--- src/rtl/room_allocation_scheduler_core_defines.svh ---
// Assertion helpers shared by the scheduler RTL.
`ifndef ROOM_ALLOCATION_SCHEDULER_CORE_DEFINES_SVH
`define ROOM_ALLOCATION_SCHEDULER_CORE_DEFINES_SVH

// Property checked at every clock edge outside reset.
`define RAS_ASSERT(label, clk, rst, prop, msg) \
   label: assert property (@(posedge clk) disable iff (rst) (prop)) else $error(msg);

// Antecedent in one cycle implies consequent in the next.
`define RAS_ASSERT_NEXT(label, clk, rst, ante, cons, msg) \
   label: assert property (@(posedge clk) disable iff (rst) (ante) |=> (cons)) \
      else $error(msg);

`endif

--- src/rtl/ras_pkg.sv ---
`timescale 1ns / 1ps

package ras_pkg;

   localparam int ROOM_COUNT_DEF = 16;
   localparam int IN_TIME_W      = 32;
   localparam int TIME_W         = 48;
   localparam int COUNT_W        = 16;
   localparam int ROOM_OUT_W     = 4;
   localparam int CSR_W          = 5;

   localparam logic [CSR_W-1:0]   CSR_ROOMS_RESET = 5'd16;
   localparam logic [COUNT_W-1:0] COUNT_MAX       = 16'hFFFF;

   typedef enum logic [2:0] {
      ST_IDLE,
      ST_SCAN,
      ST_DRAIN,
      ST_PICK,
      ST_UPD
   } state_type;

   // room table port control
   typedef struct packed {
      logic rd_en;
      logic wr_en;
      logic clear_all;
   } tbl_cmd_type;

   // compare unit control
   typedef struct packed {
      logic init;
      logic cmp_en;
   } scan_cmd_type;

endpackage

--- src/rtl/ras_channels.sv ---
`timescale 1ns / 1ps

interface ras_req_if;
   import ras_pkg::*;

   logic                 valid;
   logic                 ready;
   logic [IN_TIME_W-1:0] start_time;
   logic [IN_TIME_W-1:0] end_time;
   logic                 first_of_set;

   modport source (output valid, output start_time, output end_time, output first_of_set,
                   input ready);
   modport sink   (input valid, input start_time, input end_time, input first_of_set,
                   output ready);
endinterface

interface ras_rsp_if;
   import ras_pkg::*;

   logic                  valid;
   logic                  ready;
   logic [ROOM_OUT_W-1:0] assigned_room;
   logic [TIME_W-1:0]     finish_time;
   logic [ROOM_OUT_W-1:0] busiest_room;
   logic [COUNT_W-1:0]    busiest_count;

   modport source (output valid, output assigned_room, output finish_time,
                   output busiest_room, output busiest_count, input ready);
   modport sink   (input valid, input assigned_room, input finish_time,
                   input busiest_room, input busiest_count, output ready);
endinterface

--- src/rtl/ras_room_table.sv ---
`timescale 1ns / 1ps

module ras_room_table #(
   parameter int ROOM_COUNT = 16,
   parameter int IDX_W      = 4
) (
   input  logic                        clock,
   input  logic                        reset,
   input  ras_pkg::tbl_cmd_type        cmd,
   input  logic [IDX_W-1:0]            rd_addr,
   input  logic [IDX_W-1:0]            wr_addr,
   input  logic [ras_pkg::TIME_W-1:0]  wr_free,
   input  logic [ras_pkg::COUNT_W-1:0] wr_count,
   output logic [ras_pkg::TIME_W-1:0]  rd_free,
   output logic [ras_pkg::COUNT_W-1:0] rd_count
);
   import ras_pkg::*;

   logic [TIME_W-1:0]  free_mem [ROOM_COUNT];
   logic [COUNT_W-1:0] cnt_mem  [ROOM_COUNT];

   logic [ROOM_COUNT-1:0] valid_ff, valid_in;
   logic [TIME_W-1:0]     rd_free_ff;
   logic [COUNT_W-1:0]    rd_cnt_ff;
   logic                  rd_vld_ff;

   // an entry not written since the last clear reads as zero
   always_comb begin
      valid_in = valid_ff;
      if (cmd.clear_all) begin
         valid_in = '0;
      end else if (cmd.wr_en) begin
         valid_in[wr_addr] = 1'b1;
      end
   end

   always_ff @(posedge clock) begin
      if (reset) begin
         valid_ff <= '0;
      end else begin
         valid_ff <= valid_in;
      end
   end

   always_ff @(posedge clock) begin
      if (cmd.wr_en) begin
         free_mem[wr_addr] <= wr_free;
         cnt_mem[wr_addr]  <= wr_count;
      end
   end

   always_ff @(posedge clock) begin
      if (cmd.rd_en) begin
         rd_free_ff <= free_mem[rd_addr];
         rd_cnt_ff  <= cnt_mem[rd_addr];
         rd_vld_ff  <= valid_ff[rd_addr];
      end
   end

   assign rd_free  = rd_vld_ff ? rd_free_ff : '0;
   assign rd_count = rd_vld_ff ? rd_cnt_ff  : '0;

endmodule

--- src/rtl/ras_scan_unit.sv ---
`timescale 1ns / 1ps

module ras_scan_unit #(
   parameter int IDX_W = 4
) (
   input  logic                          clock,
   input  logic                          reset,
   input  ras_pkg::scan_cmd_type         cmd,
   input  logic [ras_pkg::IN_TIME_W-1:0] start_time,
   input  logic [ras_pkg::TIME_W-1:0]    cand_free,
   input  logic [IDX_W-1:0]              cand_idx,
   output logic                          found,
   output logic [IDX_W-1:0]              first_idx,
   output logic [IDX_W-1:0]              min_idx,
   output logic [ras_pkg::TIME_W-1:0]    min_free
);
   import ras_pkg::*;

   logic              found_ff, found_in;
   logic [IDX_W-1:0]  first_ff, first_in;
   logic [IDX_W-1:0]  min_idx_ff, min_idx_in;
   logic [TIME_W-1:0] min_free_ff, min_free_in;

   // one room per cycle: first free room and earliest-freeing room (strict <)
   always_comb begin
      found_in    = found_ff;
      first_in    = first_ff;
      min_idx_in  = min_idx_ff;
      min_free_in = min_free_ff;
      if (cmd.init) begin
         found_in = 1'b0;
      end else if (cmd.cmp_en) begin
         if (!found_ff && (cand_free <= TIME_W'(start_time))) begin
            found_in = 1'b1;
            first_in = cand_idx;
         end
         if ((cand_idx == '0) || (cand_free < min_free_ff)) begin
            min_idx_in  = cand_idx;
            min_free_in = cand_free;
         end
      end
   end

   always_ff @(posedge clock) begin
      if (reset) begin
         found_ff <= 1'b0;
      end else begin
         found_ff <= found_in;
      end
   end

   always_ff @(posedge clock) begin
      first_ff    <= first_in;
      min_idx_ff  <= min_idx_in;
      min_free_ff <= min_free_in;
   end

   assign found     = found_ff;
   assign first_idx = first_ff;
   assign min_idx   = min_idx_ff;
   assign min_free  = min_free_ff;

endmodule

--- src/rtl/room_allocation_scheduler_core.sv ---
`timescale 1ns / 1ps
// An accepted request beat runs through scan, drain, pick and update, scanning n rooms, where n is
// rooms_in_use clamped to 1 .. ROOM_COUNT; update waits until the response register is free.
// Requests are taken only in idle, one at a time; the room table is scanned one room per cycle
// through a single registered read port and one shared compare unit.
// Reset (synchronous, active high) clears all room state and the busiest tracker and sets
// rooms_in_use to 16; no clearing pass is needed.

module room_allocation_scheduler_core #(
   parameter int ROOM_COUNT = ras_pkg::ROOM_COUNT_DEF
) (
   input  logic                      clock,
   input  logic                      reset,
   ras_req_if.sink                   req_chan,
   ras_rsp_if.source                 rsp_chan,
   input  logic                      csr_wr_en,
   input  logic [ras_pkg::CSR_W-1:0] csr_wr_data
);
   import ras_pkg::*;

   localparam int IDX_W = (ROOM_COUNT > 1) ? $clog2(ROOM_COUNT) : 1;
   localparam int CNT_W = $clog2(ROOM_COUNT + 1);

   state_type state_ff, state_in;

   logic [CSR_W-1:0]      csr_rooms_ff;
   logic [CNT_W-1:0]      n_ff, n_in;
   logic [IN_TIME_W-1:0]  start_ff, start_in;
   logic [IN_TIME_W-1:0]  dur_ff, dur_in;
   logic [CNT_W-1:0]      issue_ff, issue_in;
   logic                  cmp_en_ff;
   logic [IDX_W-1:0]      cmp_idx_ff;
   logic [IDX_W-1:0]      room_ff, room_in;
   logic [TIME_W-1:0]     finish_ff, finish_in;
   logic [IDX_W-1:0]      best_room_ff, best_room_in;
   logic [COUNT_W-1:0]    best_count_ff, best_count_in;
   logic                  rsp_valid_ff, rsp_valid_in;
   logic [ROOM_OUT_W-1:0] rsp_room_ff;
   logic [TIME_W-1:0]     rsp_finish_ff;
   logic [ROOM_OUT_W-1:0] rsp_best_room_ff;
   logic [COUNT_W-1:0]    rsp_best_count_ff;

   logic                  accept;
   logic                  last_issue;
   logic                  upd_go;
   logic                  rsp_load;
   logic [31:0]           n_wide;
   tbl_cmd_type           tbl_cmd;
   scan_cmd_type          scan_cmd;
   logic [IDX_W-1:0]      rd_addr;
   logic [TIME_W-1:0]     rd_free;
   logic [COUNT_W-1:0]    rd_count;
   logic                  found;
   logic [IDX_W-1:0]      first_idx;
   logic [IDX_W-1:0]      min_idx;
   logic [TIME_W-1:0]     min_free;
   logic [IDX_W-1:0]      room_sel;
   logic [TIME_W-1:0]     base;
   logic [TIME_W:0]       finish_sum;
   logic [COUNT_W-1:0]    cnt_new;

   assign accept     = req_chan.valid && req_chan.ready;
   assign last_issue = (issue_ff == (n_ff - CNT_W'(1)));
   assign upd_go     = !rsp_valid_ff || rsp_chan.ready;

   // ---------------- next state ----------------
   always_comb begin
      state_in = state_ff;
      case (state_ff)
         ST_IDLE:  if (accept)     state_in = ST_SCAN;
         ST_SCAN:  if (last_issue) state_in = ST_DRAIN;
         ST_DRAIN: state_in = ST_PICK;
         ST_PICK:  state_in = ST_UPD;
         ST_UPD:   if (upd_go)     state_in = ST_IDLE;
         default:  state_in = ST_IDLE;
      endcase
   end

   // ---------------- outputs of the sequencer ----------------
   // ready is high throughout idle, so valid alone marks the accepting beat here
   always_comb begin
      tbl_cmd         = '0;
      scan_cmd        = '0;
      rsp_load        = 1'b0;
      req_chan.ready  = 1'b0;
      scan_cmd.cmp_en = cmp_en_ff;
      case (state_ff)
         ST_IDLE: begin
            req_chan.ready    = 1'b1;
            scan_cmd.init     = req_chan.valid;
            tbl_cmd.clear_all = req_chan.valid && req_chan.first_of_set;
         end
         ST_SCAN:  tbl_cmd.rd_en = 1'b1;
         ST_DRAIN: ;
         ST_PICK:  tbl_cmd.rd_en = 1'b1;
         ST_UPD: begin
            tbl_cmd.wr_en = upd_go;
            rsp_load      = upd_go;
         end
         default: ;
      endcase
   end

   // clamp the room count to 1 .. ROOM_COUNT
   always_comb begin
      if (csr_rooms_ff == '0) begin
         n_wide = 32'd1;
      end else if (32'(csr_rooms_ff) > ROOM_COUNT) begin
         n_wide = 32'(ROOM_COUNT);
      end else begin
         n_wide = 32'(csr_rooms_ff);
      end
   end

   assign room_sel   = found ? first_idx : min_idx;
   assign base       = found ? TIME_W'(start_ff) : min_free;
   assign finish_sum = {1'b0, base} + (TIME_W + 1)'(dur_ff);
   assign rd_addr    = (state_ff == ST_PICK) ? room_sel : issue_ff[IDX_W-1:0];
   assign cnt_new    = (rd_count == COUNT_MAX) ? rd_count : rd_count + COUNT_W'(1);

   always_comb begin
      n_in          = n_ff;
      start_in      = start_ff;
      dur_in        = dur_ff;
      issue_in      = issue_ff;
      room_in       = room_ff;
      finish_in     = finish_ff;
      best_room_in  = best_room_ff;
      best_count_in = best_count_ff;
      if (accept) begin
         n_in     = n_wide[CNT_W-1:0];
         start_in = req_chan.start_time;
         dur_in   = (req_chan.end_time > req_chan.start_time) ?
                    req_chan.end_time - req_chan.start_time : '0;
         issue_in = '0;
         if (req_chan.first_of_set) begin
            best_room_in  = '0;
            best_count_in = '0;
         end
      end
      if (state_ff == ST_SCAN) begin
         issue_in = issue_ff + CNT_W'(1);
      end
      if (state_ff == ST_PICK) begin
         room_in   = room_sel;
         finish_in = finish_sum[TIME_W] ? '1 : finish_sum[TIME_W-1:0];
      end
      if (rsp_load) begin
         if ((cnt_new > best_count_ff) ||
             ((cnt_new == best_count_ff) && (room_ff < best_room_ff))) begin
            best_room_in  = room_ff;
            best_count_in = cnt_new;
         end
      end
   end

   always_comb begin
      rsp_valid_in = rsp_valid_ff;
      if (rsp_load) begin
         rsp_valid_in = 1'b1;
      end else if (rsp_chan.ready) begin
         rsp_valid_in = 1'b0;
      end
   end

   always_ff @(posedge clock) begin
      if (reset) begin
         state_ff      <= ST_IDLE;
         csr_rooms_ff  <= CSR_ROOMS_RESET;
         cmp_en_ff     <= 1'b0;
         best_room_ff  <= '0;
         best_count_ff <= '0;
         rsp_valid_ff  <= 1'b0;
      end else begin
         state_ff      <= state_in;
         cmp_en_ff     <= (state_ff == ST_SCAN);
         best_room_ff  <= best_room_in;
         best_count_ff <= best_count_in;
         rsp_valid_ff  <= rsp_valid_in;
         if (csr_wr_en) begin
            csr_rooms_ff <= csr_wr_data;
         end
      end
   end

   always_ff @(posedge clock) begin
      n_ff       <= n_in;
      start_ff   <= start_in;
      dur_ff     <= dur_in;
      issue_ff   <= issue_in;
      cmp_idx_ff <= issue_ff[IDX_W-1:0];
      room_ff    <= room_in;
      finish_ff  <= finish_in;
      if (rsp_load) begin
         rsp_room_ff       <= ROOM_OUT_W'(room_ff);
         rsp_finish_ff     <= finish_ff;
         rsp_best_room_ff  <= ROOM_OUT_W'(best_room_in);
         rsp_best_count_ff <= best_count_in;
      end
   end

   assign rsp_chan.valid         = rsp_valid_ff;
   assign rsp_chan.assigned_room = rsp_room_ff;
   assign rsp_chan.finish_time   = rsp_finish_ff;
   assign rsp_chan.busiest_room  = rsp_best_room_ff;
   assign rsp_chan.busiest_count = rsp_best_count_ff;

   ras_room_table #(
      .ROOM_COUNT (ROOM_COUNT),
      .IDX_W      (IDX_W)
   ) u_table (
      .clock    (clock),
      .reset    (reset),
      .cmd      (tbl_cmd),
      .rd_addr  (rd_addr),
      .wr_addr  (room_ff),
      .wr_free  (finish_ff),
      .wr_count (cnt_new),
      .rd_free  (rd_free),
      .rd_count (rd_count)
   );

   ras_scan_unit #(
      .IDX_W (IDX_W)
   ) u_scan (
      .clock      (clock),
      .reset      (reset),
      .cmd        (scan_cmd),
      .start_time (start_ff),
      .cand_free  (rd_free),
      .cand_idx   (cmp_idx_ff),
      .found      (found),
      .first_idx  (first_idx),
      .min_idx    (min_idx),
      .min_free   (min_free)
   );

`include "room_allocation_scheduler_core_defines.svh"

   `RAS_ASSERT_NEXT(a_accept_starts_scan, clock, reset, accept, state_ff == ST_SCAN, "accepted beat did not start a scan")
   `RAS_ASSERT_NEXT(a_first_clears_best, clock, reset, accept && req_chan.first_of_set, best_count_ff == '0, "first of set did not clear busiest tracker")
   `RAS_ASSERT(a_room_in_range, clock, reset, (state_ff != ST_UPD) || (CNT_W'(room_ff) < n_ff), "assigned room beyond active count")
   `RAS_ASSERT(a_finish_not_early, clock, reset, (state_ff != ST_PICK) || (finish_in >= TIME_W'(start_ff)), "finish time before requested start")
   `RAS_ASSERT_NEXT(a_best_dominates, clock, reset, rsp_load, best_count_ff >= $past(cnt_new), "busiest count below a room count just written")

endmodule

--- src/flat_wrapper.sv ---
// flat-port wrapper written by rule: the top's interface ports become plain ports
module room_allocation_scheduler_core_flat import ras_pkg::*;
#(
   parameter int ROOM_COUNT = ras_pkg::ROOM_COUNT_DEF
)
  (clock, reset, csr_wr_en, csr_wr_data, req_chan_valid, req_chan_start_time, req_chan_end_time, req_chan_first_of_set, req_chan_ready, rsp_chan_valid, rsp_chan_assigned_room, rsp_chan_finish_time, rsp_chan_busiest_room, rsp_chan_busiest_count, rsp_chan_ready);
  ras_req_if req_chan_i ();
  ras_rsp_if rsp_chan_i ();
  input  logic clock;
  input  logic reset;
  input  logic csr_wr_en;
  input  logic [ras_pkg::CSR_W-1:0] csr_wr_data;
  input wire logic [$bits(req_chan_i.valid)-1:0] req_chan_valid;
  input wire logic [$bits(req_chan_i.start_time)-1:0] req_chan_start_time;
  input wire logic [$bits(req_chan_i.end_time)-1:0] req_chan_end_time;
  input wire logic [$bits(req_chan_i.first_of_set)-1:0] req_chan_first_of_set;
  output wire logic [$bits(req_chan_i.ready)-1:0] req_chan_ready;
  output wire logic [$bits(rsp_chan_i.valid)-1:0] rsp_chan_valid;
  output wire logic [$bits(rsp_chan_i.assigned_room)-1:0] rsp_chan_assigned_room;
  output wire logic [$bits(rsp_chan_i.finish_time)-1:0] rsp_chan_finish_time;
  output wire logic [$bits(rsp_chan_i.busiest_room)-1:0] rsp_chan_busiest_room;
  output wire logic [$bits(rsp_chan_i.busiest_count)-1:0] rsp_chan_busiest_count;
  input wire logic [$bits(rsp_chan_i.ready)-1:0] rsp_chan_ready;
  assign req_chan_i.valid = req_chan_valid;
  assign req_chan_i.start_time = req_chan_start_time;
  assign req_chan_i.end_time = req_chan_end_time;
  assign req_chan_i.first_of_set = req_chan_first_of_set;
  assign req_chan_ready = req_chan_i.ready;
  assign rsp_chan_valid = rsp_chan_i.valid;
  assign rsp_chan_assigned_room = rsp_chan_i.assigned_room;
  assign rsp_chan_finish_time = rsp_chan_i.finish_time;
  assign rsp_chan_busiest_room = rsp_chan_i.busiest_room;
  assign rsp_chan_busiest_count = rsp_chan_i.busiest_count;
  assign rsp_chan_i.ready = rsp_chan_ready;
  room_allocation_scheduler_core #(.ROOM_COUNT(ROOM_COUNT)) u_core (.clock(clock), .reset(reset), .req_chan(req_chan_i), .rsp_chan(rsp_chan_i), .csr_wr_en(csr_wr_en), .csr_wr_data(csr_wr_data));
endmodule
--- config.mk ---
export PLATFORM = sky130hd
export DESIGN_NAME = room_allocation_scheduler_core_flat
export DESIGN_NICKNAME = d
export VERILOG_FILES = /design/src/rtl/ras_pkg.sv /design/src/rtl/ras_channels.sv /design/src/rtl/ras_room_table.sv /design/src/rtl/ras_scan_unit.sv /design/src/rtl/room_allocation_scheduler_core.sv /design/src/flat_wrapper.sv
export VERILOG_INCLUDE_DIRS = /design/src /design/src/rtl
export SDC_FILE = /design/constraint.sdc
export NUM_CORES = 2
export LEC_CHECK = 0
export ABC_AREA = 1
export BUFFER_PORTS_ARGS = -buffer_cell sky130_fd_sc_hd__buf_4
export CAP_MARGIN = 20
export CORE_MARGIN = 2
export CORE_UTILIZATION = 45
export DETAILED_ROUTE_END_ITERATION = 10
export PLACE_DENSITY = 0.61
export SKIP_LAST_GASP = 1
export SLEW_MARGIN = 20
export SYNTH_ARGS = -nofsm -noshare
export SYNTH_HDL_FRONTEND = slang
export SYNTH_SLANG_ARGS = --single-unit
--- constraint.sdc ---
create_clock -name clock -period 5.25 [get_ports clock]
set_clock_uncertainty 0.1 [all_clocks]
set_input_delay 0.2625 -clock clock [delete_from_list [all_inputs] [get_ports clock]]
set_output_delay 0.2625 -clock clock [all_outputs]
set_load 0.01 [all_outputs]
# Word-level counts from Yosys, hierarchy flattened
# Memory sizes are Yosys's and may differ from the RTL's. A register that Yosys moved wholly into a read port is not among the register bits.
# Index checks and enable logic that the tools add are counted.
# classes
addsub	5
magnitude_cmp	9
eq_ne	10
mux	34
bitwise_logic	2
n_reduce_logical	23
# op_table
operator	n
2-to-1 mux 16 bit	6
2-to-1 mux 48 bit	2
adder 48 x 32 -> 49 bit	1
less-or-equal comparator 48 x 32 -> 1 bit	1
less-than comparator 48 bit	1
> comparator 32 bit	1
subtractor 32 bit	1
2-to-1 mux 4 bit	6
adder 16 x 1 -> 16 bit (second input constant)	1
== test 16 bit	1
== test 16 bit (second input constant)	1
> comparator 16 bit	1
bitwise OR 16 bit	1
2-to-1 mux 5 bit	3
case mux 3 bit (5 select lines)	1
2-to-1 mux 1 bit	11
less-than comparator 4 x 5 -> 1 bit (second input constant)	2
2-to-1 mux 3 bit	3
AND reduction 3 bit	3
OR reduction 2 bit	4
== test 3 x 2 -> 1 bit (second input constant)	2
!= test 2 x 1 -> 1 bit (second input constant)	3
adder 5 x 1 -> 5 bit (second input constant)	1
== test 5 bit	1
other kinds (17)	25
# totals
reg_bits	306
ramBits	1024
out_inout_bits	74
word_cells	109
memories	2
# memory_table
name	words	word_bits	rd	rd_ports_with_merged_regs	wr	line	rtl
u_core.u_table.free_mem	16	48	1	1	1	ras_room_table.sv:19	logic [TIME_W-1:0] free_mem [ROOM_COUNT];
u_core.u_table.cnt_mem	16	16	1	1	1	ras_room_table.sv:20	logic [COUNT_W-1:0] cnt_mem [ROOM_COUNT];

# Longest topological paths before layout
# depth
word_depth	8
ltp_mapped	31
ltp_nobuf	28

# Hierarchy
# From an unflattened synthesis, not the netlist that was laid out.
# hier_totals
hier_cells	6762
area_unflattened_um2	65549.1
# modules_own_cells
mod	n_inst	cells_each	area_each_um2	seq_area_each_um2
ras_room_table	1	4453	46834.9	33021.7
room_allocation_scheduler_core	1	1892	14824.2	6626.4
ras_scan_unit	1	417	3890.0	1701.6

# Least setup slack after synthesis
# Ideal clock, no wire load.
# synth_path
path_kind	register to register
startpoint	register u_core.state_ff[2]
endpoint	register u_core.u_scan.min_free_ff[0] (netlist: u_core.u_scan.min_free[0]), enable pin
setup_time_ns	0.612
arrival_ns	4.781
t_required_ns	4.538
setup_slack_ns	-0.243
stages_incl_launch_ff	9
period_less_slack_ns	5.493
cell_sequence	dfxtp_1 -> nor2_1 -> inv_1 -> nor2_1 -> inv_1 -> nor2_1 -> inv_1 -> nand2_1 -> a21oi_1
# synth_between
elab_chain_cells	4
# synth_rtl
element	line	rtl
start: declaration	room_allocation_scheduler_core.sv:24	state_type state_ff, state_in;
start signal: assignment	room_allocation_scheduler_core.sv:175	state_ff <= state_in;
logical NOT 3 bit	room_allocation_scheduler_core.sv:87	case (state_ff)
2-to-1 mux 1 bit	room_allocation_scheduler_core.sv:87	
inverter 1 bit (no line)	-	
AND reduction 3 bit (no line)	-	
end signal: assignment	ras_scan_unit.sv:55	min_free_ff <= min_free_in;
end: declaration	ras_scan_unit.sv:22	logic [TIME_W-1:0] min_free_ff, min_free_in;
# No other way between the ends.
# A chain may end at the register's enable or synchronous reset.

# Worst setup path after layout
# layout_path
startpoint	register u_core.u_table.rd_vld_ff
endpoint	register u_core.rsp_best_count_ff[12] (netlist: u_core.rsp_chan.busiest_count[12]) (data pin)
# layout_between
elab_chain_cells	8
elab_cells_between_ends	10
classes_between	add/sub (1); order compare (1); eq/ne (2); mux (4); reduce/logical (2)
# layout_rtl
element	line	rtl
start: declaration	ras_room_table.sv:25	logic rd_vld_ff;
start signal: assignment	ras_room_table.sv:56	rd_vld_ff <= valid_ff[rd_addr];
2-to-1 mux 16 bit *	ras_room_table.sv:61	assign rd_count = rd_vld_ff ? rd_cnt_ff : '0;
adder 16 x 1 -> 16 bit / == test 16 bit (equally long branches)	room_allocation_scheduler_core.sv:119	assign cnt_new = (rd_count == COUNT_MAX) ? rd_count : rd_count + COUNT_W'(1);
2-to-1 mux 16 bit *	room_allocation_scheduler_core.sv:119	
via u_core.cnt_new[13]	room_allocation_scheduler_core.sv:60	logic [COUNT_W-1:0] cnt_new;
parallel branches: the longest is 2 deep, another holds > comparator 16 bit	-	
logical OR 1 bit *	room_allocation_scheduler_core.sv:149	if ((cnt_new > best_count_ff) ||
2-to-1 mux 16 bit *	room_allocation_scheduler_core.sv:149	
2-to-1 mux 16 bit *	room_allocation_scheduler_core.sv:148	if (rsp_load) begin
via u_core.best_count_in[12]	room_allocation_scheduler_core.sv:36	logic [COUNT_W-1:0] best_count_ff, best_count_in;
end signal: assignment	room_allocation_scheduler_core.sv:198	rsp_best_count_ff <= best_count_in;
end: declaration	room_allocation_scheduler_core.sv:41	logic [COUNT_W-1:0] rsp_best_count_ff;
# Mark *: on every way through the listed nets, which the timed path passes.

==> metrics.txt <==
outcome finished clean; static leakage 27.3 nW; chip height around 380 um; share of cells above drive strength 1 8.54%; clock latency on the worst-skew pair 0.79 ns; relative slew slack between 20% and 30%; class of the worst hold path input port to register; final setup fails 0; TritonCTS clock tree built; most prevalent standard cell on the critical path nand2_1; unrepaired setup endpoints after global routing false; Placer Congestion 0.903; peak supply drop 289 uV; placement row count around 140; Overflow after GRT 0; sequential element share of the synthesized area 66.3%; most frequent cells in the layout 1343 x edfxtp_1, 995 x nand2_1, 695 x inv_1; Max H-tree Level 4; number of instances resized during post-cts repair 0; synth-to-layout area growth 14.2%; Num CTS Buffers 150; Register-to-Register Path Depth 22; Routed Antenna Nets 0; root buffer cell clkbuf_16; final hold vios 0; period utilization between 80% and 90%; die footprint 141000 um2; NumNets Final 6020; drc violations 0; Cells after DPL 7344; power density cells 423 nW/um2; DR iter-0 viols 4093; Data required, critical path 5.67 ns; Post-Syn Nets 5806; starting density of the core a little under half; Global Route Usage Sum 24.3%; cell-by-cell trace of the critical path nand2_1, inv_1, ha_1, nand4_1, nor2_1, nand2_1, inv_1, nand2_1, clkinv_1, a21oi_1, inv_1, ha_1, a21oi_1, o21ai_0, a21oi_1, nand2_1, nand2_1, nand2_1, nand2_1, nand2_1, nand2_1, inv_1; sort of element at the end of the critical path register; reg-to-reg critical path startpoint u_core.u_table.rd_vld_ff; total of flip-flops plus latches after synthesis 1394; cell area after synthesis 62300 um2; Worst Hold Endpoint u_core.dur_ff[31]; Post-CTS Hold Fix Bufs 74; worst hold path stage count 5; Reg clk slew, reported paths 0.06 ns; warnings from Yosys 0; CP max stage cell nand2_1; number of post-CTS setup repair buffers 0; endpoint arrival time on the critical path ~5.0 ns; final core occ 51.8%; routed wire length per instance 22.5 um; highest net fanout along the worst path 20; startpoint type of the worst setup path register; clk sink count 1394; post-route insts no fill 7695; total routed wirelength 173000 um; Critical Path Max Stage Delay 0.55 ns; clk buf depth 3; router iterations before antenna repair 6; time the final worst path needs with I/O delays and setup 4.53 ns; Boundary Pins 149; register-to-register setup slack 0.72 ns; startpoint of the tightest hold check path req_chan_end_time[31]; FF-to-FF End u_core.rsp_chan.busiest_count[12]; antenna diode count 0; cell count after synthesis 5562; global-route wire length before repair 258000 um; Worst Max-Slew Pin Slew 1.09 ns; most common cell after layout, fill and taps aside edfxtp_1; start-to-end type of the worst setup path register to register; count of different cell masters after synthesis 43; Die X 376 um; initial antenna violation count 1; Max Clk Rate 221 MHz; Via density 5.50; total of max-cap violations 0; mean cell area of the mapped netlist 11.2 um2; detailed-placement wirelength estimate 104000 um; Final Slew Violations 0; via count 42341; buffers added on ports 148; largest net degree at the start of global routing 143; area of the core region 137000 um2; fill count roughly 12000; setup_tns 0 ns; number of global-route vias before repair approximately 41000
[logic make-up (layout without fill, tap and decap cells)]
| kind of cell | after synthesis | count (layout) | share of synthesized area, % |
|---|---|---|---|
| buffers and inverters | 951 | 1290 | 6.11 |
| flip-flops | 1394 | 1394 | 66.3 |
| adder cells (fa/ha/maj) | 169 | 169 | 3.42 |
| AO/OA/AOI/OAI | 1070 | 1070 | 10.8 |
| AND/OR/NAND/NOR | 1934 | 1934 | 12.7 |
| XOR/XNOR | 44 | 44 | 0.618 |
[cells in the mapped netlist, drive strengths merged]
cell,count,area share [%]
clkinv,1,0.0060
buf,148,1.3
a21oi,151,1.2
nand3b,14,0.17
a21boi,3,0.036
xor2,39,0.55
nor2,564,3.4
dfxtp,51,1.6
edfxtp,1343,65
o211ai,516,6.2
o21ai,369,3.0
nand2,1002,6.1
xnor2,5,0.070
inv,702,4.2
and2,5,0.050
nor4,6,0.060
o21bai,10,0.12
nor3b,2,0.024
a21o,10,0.12
fa,2,0.064
o31ai,1,0.012
clkbuf,100,0.62
nand4,25,0.25
or2,18,0.18
nor3,26,0.22
or4,1,0.012
o21a,10,0.12
ha,167,3.4
nor2b,1,0.010
nand3,270,2.2
[state kept, by name, indices dropped and copies added, names as in the netlist, 5 cells and up]
name and count:
u_core.finish_ff 48, u_core.n_ff 5, u_core.csr_rooms_ff 5, u_core.rsp_chan.busiest_count 16, u_core.u_table.cnt_mem 256, u_core.u_table.valid_ff 16, u_core.u_scan.min_free 48, u_core.best_count_ff 16
u_core.u_table.free_mem 768, u_core.u_table.rd_cnt_ff 16, u_core.dur_ff 32, u_core.issue_ff 5, u_core.u_table.rd_free_ff 48, u_core.rsp_chan.finish_time 48, u_core.start_ff 32
[through the flow]
stage,power (mW),hold WS [ns],setup slack (ns),instance area (um2)
floorplan,17.8,0.261,0.195,62300
global placement,20.0,0.297,0.777,65600
global route,31.5,0.0740,0.159,71200
CTS,30.3,0.0147,0.639,71200
detailed placement,20.1,0.305,0.654,65600
finish,30.1,0.0687,0.723,71200
[worst max-delay path by stage]
| stage | start | to | slack (ns) | cells past startpoint |
|---|---|---|---|---|
| 2_1_floorplan | u_core.u_table.rd_vld_ff | u_core.u_scan.min_free[0] | 0.19 | 15 |
| 6_report | u_core.u_table.rd_vld_ff | u_core.rsp_chan.busiest_count[12] | 0.72 | 22 |
| 5_1_grt | u_core.u_table.rd_vld_ff | u_core.rsp_chan.busiest_count[14] | 0.16 | 22 |
| 4_1_cts | u_core.u_table.rd_vld_ff | u_core.rsp_chan.busiest_count[12] | 0.64 | 22 |
| 3_3_place_gp | u_core.u_table.rd_vld_ff | u_core.rsp_chan.busiest_count[11] | 0.78 | 26 |
| 3_5_place_dp | u_core.u_table.rd_vld_ff | u_core.rsp_chan.busiest_count[12] | 0.65 | 22 |
[power by group]
group / switching, mW / leakage (nW) / internal (mW)
Clock: 4.47 / 2.29 / 5.77
Combinational: 4.66 / 12.4 / 2.03
Sequential: 0.321 / 12.6 / 12.9
[layout make-up]
class	instances	area, um2	share of cell area, %
Sequential cell	1394	41400	58.1
Multi-Input combinational cell	3217	17300	24.4
Clock buffer	198	3980	5.59
Timing Repair Buffer	310	2800	3.94
Inverter	703	2650	3.72
Tap cell	1794	2240	3.15
Clock inverter	79	815	1.14
[layer usage]
metal | share of wire [%] | routed length, um | GRT usage, %
met5 | 0.0075 | 13 | 0
met1 | 44 | 76100 | 34.3
met4 | 1.9 | 3250 | 5.79
met3 | 6.2 | 10800 | 3.19
met2 | 48 | 82900 | 40.0
[critical path, delay by kind of cell, from the launching register on]
family	cells	cell delay, ns
AOI/OAI and AO/OA	4	0.66
adders and majority gates	2	0.63
buffers and inverters	5	0.78
DFF	1	0.47
and+or+nand+nor	11	1.61
Power figures use the tool's default switching activity.
